[config.mk]
export PLATFORM = sky130hd
export DESIGN_NAME = multi_timer_expiry_queue
export DESIGN_NICKNAME = d
export VERILOG_FILES = /design/src/hw/rtl/mteq_pkg.sv /design/src/hw/rtl/mteq_ram.sv /design/src/hw/rtl/multi_timer_expiry_queue.sv
export SDC_FILE = /design/constraint.sdc
export NUM_CORES = 2
export LEC_CHECK = 0
export ABC_AREA = 1
export CORE_MARGIN = 5
export CORE_UTILIZATION = 45
export CTS_BUF_LIST = sky130_fd_sc_hd__clkbuf_4
export DETAILED_ROUTE_END_ITERATION = 8
export DONT_BUFFER_PORTS = 1
export HOLD_SLACK_MARGIN = 0.08
export MAX_ROUTING_LAYER = met4
export PLACE_DENSITY = 0.57
export SLEW_MARGIN = 20
export SYNTH_ARGS = -nofsm -noshare
export SYNTH_HDL_FRONTEND = slang
export SYNTH_SLANG_ARGS = --single-unit
[constraint.sdc]
create_clock -name clock -period 36.6 [get_ports clock]
set_input_delay 3.66 -clock clock [delete_from_list [all_inputs] [get_ports clock]]
set_output_delay 3.66 -clock clock [all_outputs]
set_load 0.005 [all_outputs]
[src/hw/rtl/mteq_pkg.sv]
// Package for the multi-timer expiry queue: sizes, op and result codes.
// No dependencies.
package mteq_pkg;
   localparam int NTimers   = 16;
   localparam int TickBits  = 32;
   localparam int IdW       = 4;
   localparam int PosW      = $clog2(NTimers);
   localparam int CntW      = $clog2(NTimers + 1);

   typedef enum logic [1:0] {
      OP_START = 2'd0,
      OP_STOP  = 2'd1,
      OP_TICK  = 2'd2,
      OP_NONE  = 2'd3
   } op_type;

   typedef enum logic [2:0] {
      K_STARTED  = 3'd0,
      K_REJECTED = 3'd1,
      K_STOPPED  = 3'd2,
      K_EXPIRED  = 3'd3,
      K_TICKDONE = 3'd4
   } kind_type;
endpackage

[src/hw/rtl/mteq_ram.sv]
// Generic single-port-write, one-read synchronous RAM with registered read.
// No dependencies.
module mteq_ram #(
   parameter int Width = 8,
   parameter int Depth = 16
) (
   input  logic                     clock,
   input  logic                     wr_en,
   input  logic [$clog2(Depth)-1:0] wr_addr,
   input  logic [Width-1:0]         wr_data,
   input  logic [$clog2(Depth)-1:0] rd_addr,
   output logic [Width-1:0]         rd_data
);
   logic [Width-1:0] mem_ff [Depth];

   always_ff @(posedge clock) begin
      if (wr_en) begin
         mem_ff[wr_addr] <= wr_data;
      end
      rd_data <= mem_ff[rd_addr];
   end
endmodule

[src/hw/rtl/multi_timer_expiry_queue.sv]
// Top level of the multi-timer expiry queue: sequencer, order list and expiry RAMs.
// Depends on mteq_pkg and mteq_ram.
//
//  channel | direction | ports
//  req     | in        | req_valid req_ready req_op req_timer_id req_timeout req_raw_ticks
//  rsp     | out       | rsp_valid rsp_ready rsp_kind rsp_timer_slot rsp_was_running
//          |           | rsp_wait_ticks rsp_last
//
// One item is worked on at a time. A start compares list entries one by one
// (order RAM read, expiry RAM read, compare) and then shifts the tail right one
// entry at a time. A stop scans the list and shifts the rest left. A tick removes
// each expired timer from the head of the list, and each removal shifts the whole
// list; a final beat ends the tick.
// Every result beat goes through one output register; the next beat of a tick is
// loaded only once the held one is taken, and no request is accepted while a beat
// is held. Reset clears the running flags, the count and the tick extension; the
// RAMs are not cleared because entries are only read after being written.
module multi_timer_expiry_queue
   import mteq_pkg::*;
(
   input  logic        clock,
   input  logic        reset,
   input  logic        req_valid,
   output logic        req_ready,
   input  logic [1:0]  req_op,
   input  logic [3:0]  req_timer_id,
   input  logic [31:0] req_timeout,
   input  logic [31:0] req_raw_ticks,
   output logic        rsp_valid,
   input  logic        rsp_ready,
   output logic [2:0]  rsp_kind,
   output logic [3:0]  rsp_timer_slot,
   output logic        rsp_was_running,
   output logic [31:0] rsp_wait_ticks,
   output logic        rsp_last
);
   typedef enum logic [10:0] {
      S_IDLE   = 11'b00000000001,
      S_DECODE = 11'b00000000010,
      S_RDORD  = 11'b00000000100,
      S_RDEXP  = 11'b00000001000,
      S_CMP    = 11'b00000010000,
      S_INS    = 11'b00000100000,
      S_SHR    = 11'b00001000000,
      S_SHL    = 11'b00010000000,
      S_SHLW   = 11'b00100000000,
      S_EMIT   = 11'b01000000000,
      S_WAIT   = 11'b10000000000
   } state_type;

   localparam logic [63:0] Wrap = 64'd1 << TickBits;
   localparam logic [TickBits-1:0] Half = {1'b0, {(TickBits-1){1'b1}}};

   state_type state_ff, state_in, after_ff, after_in;
   logic [NTimers-1:0] run_ff, run_in;
   logic [CntW-1:0] cnt_ff, cnt_in;
   logic [63:0] base_ff, base_in, now_ff, now_in, exp_ff, exp_in;
   logic armed_ff, armed_in;
   op_type op_ff, op_in;
   logic [IdW-1:0] id_ff, id_in, cur_ff, cur_in;
   logic [CntW-1:0] pos_ff, pos_in;
   logic stop_found_ff, stop_found_in;

   logic rv_ff, rv_in, rl_ff, rl_in, rw_ff, rw_in;
   logic [2:0] rk_ff, rk_in;
   logic [3:0] rs_ff, rs_in;
   logic [31:0] rt_ff, rt_in;

   // order RAM ports
   logic ord_we;
   logic [PosW-1:0] ord_wa, ord_ra;
   logic [IdW-1:0] ord_wd, ord_rd;
   // expiry RAM ports
   logic exp_we;
   logic [IdW-1:0] exp_wa, exp_ra;
   logic [63:0] exp_wd, exp_rd;

   mteq_ram #(.Width(IdW), .Depth(NTimers)) u_ord (
      .clock(clock), .wr_en(ord_we), .wr_addr(ord_wa), .wr_data(ord_wd),
      .rd_addr(ord_ra), .rd_data(ord_rd));
   mteq_ram #(.Width(64), .Depth(NTimers)) u_exp (
      .clock(clock), .wr_en(exp_we), .wr_addr(exp_wa), .wr_data(exp_wd),
      .rd_addr(exp_ra), .rd_data(exp_rd));

   logic [TickBits-1:0] t_smp;
   logic [63:0] diff;

   assign req_ready = (state_ff == S_IDLE) && !rv_ff;
   assign rsp_valid = rv_ff;
   assign rsp_kind = rk_ff;
   assign rsp_timer_slot = rs_ff;
   assign rsp_was_running = rw_ff;
   assign rsp_wait_ticks = rt_ff;
   assign rsp_last = rl_ff;

   assign t_smp = req_raw_ticks[TickBits-1:0];
   assign diff = exp_rd - now_ff;

   always_comb begin
      state_in = state_ff; after_in = after_ff; run_in = run_ff; cnt_in = cnt_ff;
      base_in = base_ff; armed_in = armed_ff; now_in = now_ff; exp_in = exp_ff;
      op_in = op_ff; id_in = id_ff; cur_in = cur_ff; pos_in = pos_ff;
      stop_found_in = stop_found_ff;
      rv_in = rv_ff; rk_in = rk_ff; rs_in = rs_ff; rw_in = rw_ff; rt_in = rt_ff;
      rl_in = rl_ff;
      ord_we = 1'b0; ord_wa = pos_ff[PosW-1:0]; ord_wd = cur_ff;
      ord_ra = pos_ff[PosW-1:0];
      exp_we = 1'b0; exp_wa = id_ff; exp_wd = exp_ff; exp_ra = ord_rd;
      if (rv_ff && rsp_ready) begin
         rv_in = 1'b0;
      end
      unique case (state_ff)
         S_IDLE: begin
            if (req_valid && req_ready) begin
               op_in = op_type'(req_op);
               id_in = req_timer_id;
               if (req_op == OP_START || req_op == OP_TICK) begin
                  if (armed_ff && t_smp < Half) begin
                     armed_in = 1'b0;
                     base_in = base_ff + Wrap;
                     now_in = base_ff + Wrap + 64'(t_smp);
                  end else begin
                     if (!armed_ff && t_smp > Half) begin
                        armed_in = 1'b1;
                     end
                     now_in = base_ff + 64'(t_smp);
                  end
               end
               exp_in = 64'(req_timeout);
               pos_in = '0;
               stop_found_in = 1'b0;
               if (req_op != OP_NONE) begin
                  state_in = S_DECODE;
               end
            end
         end
         S_DECODE: begin
            rw_in = 1'b0; rt_in = '0; rl_in = 1'b1; rs_in = id_ff;
            unique case (op_ff)
               OP_START: begin
                  if (run_ff[id_ff] || cnt_ff >= CntW'(NTimers)) begin
                     rk_in = K_REJECTED;
                     state_in = S_EMIT; after_in = S_IDLE;
                  end else begin
                     exp_in = now_ff + exp_ff;
                     state_in = S_RDORD;
                  end
               end
               OP_STOP: begin
                  rk_in = K_STOPPED;
                  if (!run_ff[id_ff]) begin
                     state_in = S_EMIT; after_in = S_IDLE;
                  end else begin
                     rw_in = 1'b1;
                     run_in[id_ff] = 1'b0;
                     state_in = S_RDORD;
                  end
               end
               OP_TICK: begin
                  state_in = S_RDORD;
               end
               default: begin
                  state_in = S_IDLE;
               end
            endcase
         end
         S_RDORD: begin
            // ord_ra = pos; data valid next cycle
            if (pos_ff >= cnt_ff) begin
               if (op_ff == OP_START) begin
                  state_in = S_INS;
               end else if (op_ff == OP_TICK) begin
                  // The tick-done beat waits until the held beat is taken.
                  if (!rv_ff || rsp_ready) begin
                     rk_in = K_TICKDONE; rs_in = '0; rw_in = 1'b0; rl_in = 1'b1;
                     rt_in = '1;
                     state_in = S_EMIT; after_in = S_IDLE;
                  end
               end else begin
                  if (stop_found_ff) begin
                     cnt_in = cnt_ff - 1'b1;
                  end
                  state_in = S_EMIT; after_in = S_IDLE;
               end
            end else begin
               state_in = S_RDEXP;
            end
         end
         S_RDEXP: begin
            cur_in = ord_rd;
            if (op_ff == OP_STOP) begin
               if (ord_rd == id_ff) begin
                  // remove here: shift left from pos
                  stop_found_in = 1'b1;
                  state_in = S_SHL;
               end else begin
                  pos_in = pos_ff + 1'b1;
                  state_in = S_RDORD;
               end
            end else begin
               state_in = S_CMP;
            end
         end
         S_CMP: begin
            if (op_ff == OP_START) begin
               if (exp_rd <= exp_ff) begin
                  pos_in = pos_ff + 1'b1;
                  state_in = S_RDORD;
               end else begin
                  state_in = S_INS;
               end
            end else if (!rv_ff || rsp_ready) begin
               // The read addresses hold still, so the compare can wait here
               // until the output register is free.
               if (exp_rd <= now_ff) begin
                  run_in[cur_ff] = 1'b0;
                  rk_in = K_EXPIRED; rs_in = cur_ff; rw_in = 1'b0; rt_in = '0;
                  rl_in = 1'b0;
                  state_in = S_EMIT; after_in = S_SHL;
               end else begin
                  rk_in = K_TICKDONE; rs_in = '0; rw_in = 1'b0; rl_in = 1'b1;
                  rt_in = (diff[63:32] != 32'd0) ? '1 : diff[31:0];
                  state_in = S_EMIT; after_in = S_IDLE;
               end
            end
         end
         S_INS: begin
            // insert id at pos_ff: shift tail right from cnt-1 down to pos
            exp_we = 1'b1; exp_wa = id_ff; exp_wd = exp_ff;
            run_in[id_ff] = 1'b1;
            cur_in = id_ff;
            id_in = id_ff;
            after_in = S_IDLE;
            state_in = S_SHR;
            exp_in = 64'(cnt_ff);
         end
         S_SHR: begin
            // exp_ff low bits hold the index j being filled; walk j from cnt down
            if (exp_ff[CntW-1:0] == pos_ff) begin
               ord_we = 1'b1; ord_wa = pos_ff[PosW-1:0]; ord_wd = id_ff;
               cnt_in = cnt_ff + 1'b1;
               rk_in = K_STARTED; rs_in = id_ff; rw_in = 1'b0; rt_in = '0;
               rl_in = 1'b1;
               state_in = S_EMIT; after_in = S_IDLE;
            end else begin
               ord_ra = PosW'(exp_ff[CntW-1:0] - 1'b1);
               state_in = S_SHLW; after_in = S_SHR;
            end
         end
         S_SHL: begin
            // move entry pos+1 to pos; read it first
            if (pos_ff + 1'b1 >= cnt_ff) begin
               cnt_in = cnt_ff - 1'b1;
               if (op_ff == OP_STOP) begin
                  state_in = S_EMIT; after_in = S_IDLE;
               end else begin
                  pos_in = '0;
                  state_in = S_RDORD;
               end
            end else begin
               ord_ra = PosW'(pos_ff + 1'b1);
               state_in = S_SHLW; after_in = S_SHL;
            end
         end
         S_SHLW: begin
            ord_we = 1'b1;
            ord_wd = ord_rd;
            if (after_ff == S_SHR) begin
               ord_wa = exp_ff[PosW-1:0];
               exp_in = exp_ff - 64'd1;
            end else begin
               ord_wa = pos_ff[PosW-1:0];
               pos_in = pos_ff + 1'b1;
            end
            state_in = after_ff;
         end
         S_EMIT: begin
            if (!rv_ff || rsp_ready) begin
               rv_in = 1'b1;
               state_in = after_ff;
               if (after_ff == S_SHL) begin
                  pos_in = '0;
               end
            end
         end
         S_WAIT: begin
            state_in = S_IDLE;
         end
         default: begin
            state_in = S_IDLE;
         end
      endcase
   end

   always_ff @(posedge clock) begin
      if (reset) begin
         state_ff <= S_IDLE; after_ff <= S_IDLE; run_ff <= '0; cnt_ff <= '0;
         base_ff <= '0; armed_ff <= 1'b0; rv_ff <= 1'b0;
      end else begin
         state_ff <= state_in; after_ff <= after_in; run_ff <= run_in;
         cnt_ff <= cnt_in; base_ff <= base_in; armed_ff <= armed_in; rv_ff <= rv_in;
      end
      now_ff <= now_in; exp_ff <= exp_in; op_ff <= op_in; id_ff <= id_in;
      cur_ff <= cur_in; pos_ff <= pos_in; stop_found_ff <= stop_found_in;
      rk_ff <= rk_in; rs_ff <= rs_in; rw_ff <= rw_in; rt_ff <= rt_in; rl_ff <= rl_in;
   end

   // Between items the pending count equals the number of running timers.
   a_cnt: assert property (@(posedge clock) disable iff (reset)
      (state_ff == S_IDLE) |-> (cnt_ff == CntW'($countones(run_ff))))
      else $error("pending count differs from running timers");
   // No new beat is accepted while a result is still held.
   a_busy: assert property (@(posedge clock) disable iff (reset)
      rv_ff |-> !req_ready)
      else $error("request accepted with result pending");
   // The count never goes above the table size.
   a_max: assert property (@(posedge clock) disable iff (reset)
      cnt_ff <= CntW'(NTimers))
      else $error("pending count overflow");
endmodule
==> impl_metrics.json <==
{
  "dieHeight_um": 407,
  "grt_pass1_wl_um": 333000,
  "reg2reg_from": "now_ff[0]",
  "max_cap_violations": 0,
  "clk-insertion-delay-late_ns": 1.32,
  "cts_sinks": 1410,
  "most-common-layout-cells": "edfxtp_1, nand2_1, inv_1",
  "fin_skew_ns": 0.0802,
  "synth_top_family_by_area": "simple AND/OR/NAND/NOR gates",
  "synth_ff_type": "edfxtp_1",
  "path_max_fanout": 7,
  "leakage_nw": 31.3,
  "fp.coreArea_um2": 156000,
  "dp_hpwl_um": 155000,
  "grt_start_max_net_pins": 192,
  "grt.overflow.total": 0,
  "ant_nets": 0,
  "seqCellArea_um2": 41000,
  "p_seq_share_pct": 46.1,
  "p_comb_share_pct": 20.2,
  "gp_congestion": 1.00,
  "rows": 145,
  "start_kind": "register",
  "critical_path.cell_chain": "nor2_2 > inv_2 > nor2_2 > inv_2 > nor2_4 > nand2_2 > nor2_1",
  "required_ns": 32.94,
  "clock_path_buffers": 4,
  "hold_class": "reg -> reg",
  "io_pins": 117,
  "hold-path-endpoint": "run_ff[10]",
  "worst_pin_slew_ns": 1.13,
  "syn_to_final_growth_pct": 10.0,
  "worst_path_largest_cell_delay_ns": 0.36,
  "fin_crit_sh_pct": 16.9,
  "synth_compound_area_share_pct": 13.0,
  "cts-buffers-inserted": 382,
  "multiInputGateArea_um2": 24900,
  "clk_pin_slew_ns": 0.07,
  "rsz0062_at_grt": "false",
  "fin_setup_tns_ns": 0,
  "syn_inst": 7106,
  "min_from": "run_ff[10]",
  "critPathTopFamily": "simple AND/OR/NAND/NOR gates",
  "synthXorXnorAreaFrac_pct": 1.17,
  "pwr-share-clk_pct": 33.7,
  "muxShareOfSynthArea_pct": 3.61,
  "hold_depth": 2,
  "drt-pass1-iter-count": 5,
  "cp.buffers_inverters": 2,
  "r2r_slack_ns": 31.27,
  "ir_worst_vdd_v": 0.0000349,
  "port_buffers": 0,
  "switching_share_pct": 32.3,
  "vias": 53000,
  "initial_utilization_pct": 45.3,
  "synth_nets": 7393,
  "grt_pass1_vias": 50500,
  "cp.arrival_ns": 2.52,
  "p_int_mw": 2.80,
  "yosys.area_share.simple_pct": 13.3,
  "die_width_um": 407,
  "end_kind": "output pin",
  "first_iter_violations": 4858,
  "postCtsResizedCells": 0,
  "ys_ff_latch": 1410,
  "async_reset_ff_share_pct": 0,
  "synth_warnings": 0,
  "drive_above_1_share_pct": 11.5,
  "dieArea_um2": 166000,
  "grt_antenna_before_repair": 12,
  "critPathSlowestCell": "dfxtp_1",
  "cts_setup_buffers": 0,
  "cts_hold_buf": 0,
  "status": "finished clean",
  "p_sw_mw": 1.34,
  "p_total_mw": 4.14,
  "reg2reg_depth": 31,
  "fmax_mhz": 162,
  "htreeDepth": 5,
  "cts_root_buf": "clkbuf_4",
  "yosysSeqAreaShare_pct": 57.8,
  "period_needed_ns": 6.18,
  "via_per_inst": 5.48,
  "wl_per_cell_um": 23.7,
  "synth_edf_count": 1273,
  "gr-usage-all-layers_pct": 28.1,
  "cts_tree": "built",
  "setup_viol": 0,
  "synth_area_um2": 70900,
  "num-fill-cells": 14700,
  "fin_util_pct": 49.9,
  "yosysUniqueCellTypes": 74,
  "drc": 0,
  "p_per_area_nw_per_um2": 53.0,
  "nets": 7601,
  "layout_commonest_cell": "edfxtp_1",
  "drt-total-wl_um": 229000,
  "path_depth": 7,
  "synthAdderAreaFrac_pct": 3.79,
  "r2r-end": "exp_ff[56]",
  "max_slew_margin_pct": 24.8,
  "crit_type": "reg -> out",
  "syn_avg_cell_area_um2": 9.98,
  "slew_violations": 0,
  "finalHoldViolCount": 0
}
cells in the mapped netlist (26+ instances only):
| library cell | number | area share (%) |
|---|---|---|
| edfxtp_1 | 1273 | 54 |
| nand2_1 | 1230 | 6.5 |
| inv_1 | 1051 | 5.6 |
| o21ai_0 | 562 | 4.0 |
| a21oi_1 | 547 | 3.9 |
| nor2_1 | 424 | 2.2 |
| nand3_1 | 276 | 1.9 |
| o211ai_1 | 275 | 2.9 |
| mux2i_1 | 256 | 3.6 |
| ha_1 | 210 | 3.7 |
| clkbuf_1 | 181 | 0.96 |
| dfxtp_1 | 137 | 3.9 |
| nor3_1 | 83 | 0.59 |
| xor2_1 | 71 | 0.88 |
| nand4_1 | 55 | 0.49 |
| inv_2 | 37 | 0.20 |
| a21oi_2 | 35 | 0.43 |
| a31oi_1 | 32 | 0.28 |
| buf_2 | 29 | 0.20 |
| nor4_1 | 28 | 0.25 |
| nor2_2 | 26 | 0.23 |
worst reg2reg max path: cells and delay by family, from the launching register on:
| kind | cells | cell delay [ns] |
|---|---|---|
| AND/OR/NAND/NOR | 22 | 3.23 |
| adder cells (fa/ha/maj) | 2 | 0.68 |
| flip-flops | 1 | 0.50 |
| buffers and inverters | 5 | 0.42 |
| AO/OA/AOI/OAI | 2 | 0.25 |
registers in the layout, indices dropped and copies added, names as in the netlist, 2 cells and up:
name            count
u_exp.mem_ff     1024
state_ff           11
cnt_ff              5
now_ff             64
exp_ff             64
exp_wa              4
cur_ff              4
rsp_kind            3
rsp_timer_slot      4
u_exp.rd_data      64
rsp_wait_ticks     32
after_ff            3
pos_ff              5
op_ff               2
u_ord.mem_ff       64
run_ff             16
base_ff            32
u_ord.rd_data       4
stage by stage:
step / instances / cell area, um^2 / worst slack [ns] / hold slack [ns]
finish: 9668 / 78000 / 30.42 / 0.456
global route: 9668 / 78000 / 30.19 / 0.473
CTS: 9649 / 77900 / 30.29 / 0.458
detailed placement: 8987 / 73200 / 29.83 / 0.449
global placement: 8987 / 73200 / 29.72 / 0.439
floorplan: 7106 / 70900 / 21.35 / 0.424
how the worst max path moves through the flow:
| stage | end | startpoint | slack (ns) |
|---|---|---|---|
| floorplan | exp_ff[0] | req_valid | 21.35 |
| global placement | base_ff[61] | req_raw_ticks[31] | 29.72 |
| detailed placement | base_ff[61] | req_raw_ticks[31] | 29.83 |
| CTS | req_ready | state_ff[9] | 30.29 |
| global route | req_ready | state_ff[9] | 30.19 |
| finish | req_ready | state_ff[5] | 30.42 |
metal layers:
metal	share of wire, %	routed length (um)	track usage, %
met1	44	99900	37.4
met4	2.7	6300	8.55
met5	0	0	-
met3	6.5	14900	4.83
met2	47	108000	44.5
area by class of cell:
| class | instances | share of cell area (%) |
|---|---|---|
| timing repair buffer | 71 | 0.763 |
| clock buffer | 571 | 5.50 |
| antenna | 18 | 0.0577 |
| tap | 2058 | 3.30 |
| inverter | 1093 | 5.28 |
| sequential | 1410 | 52.5 |
| clock inverter | 91 | 0.638 |
| multi-input combinational | 4356 | 31.9 |
power groups by stage:
stage / clock network [mW] / logic (mW) / registers [mW]
2_1_floorplan: 0 / 0.584 / 1.86
6_report: 1.39 / 0.837 / 1.91
4_1_cts: 1.44 / 0.825 / 1.91
5_1_grt: 1.52 / 0.926 / 1.91
3_3_place_gp: 0 / 0.815 / 1.95
3_5_place_dp: 0 / 0.820 / 1.95
kinds of logic after synthesis:
| kind of cell | count (synthesis) |
|---|---|
| AND/OR/NAND/NOR | 2209 |
| AO/OA/AOI/OAI | 1582 |
| flip-flops | 1410 |
| buffers and inverters | 1340 |
| multiplexers | 256 |
| adder cells (fa/ha/maj) | 213 |
| XOR/XNOR | 95 |
| other | 1 |
Note: power is estimated with default switching activity, not from simulation.
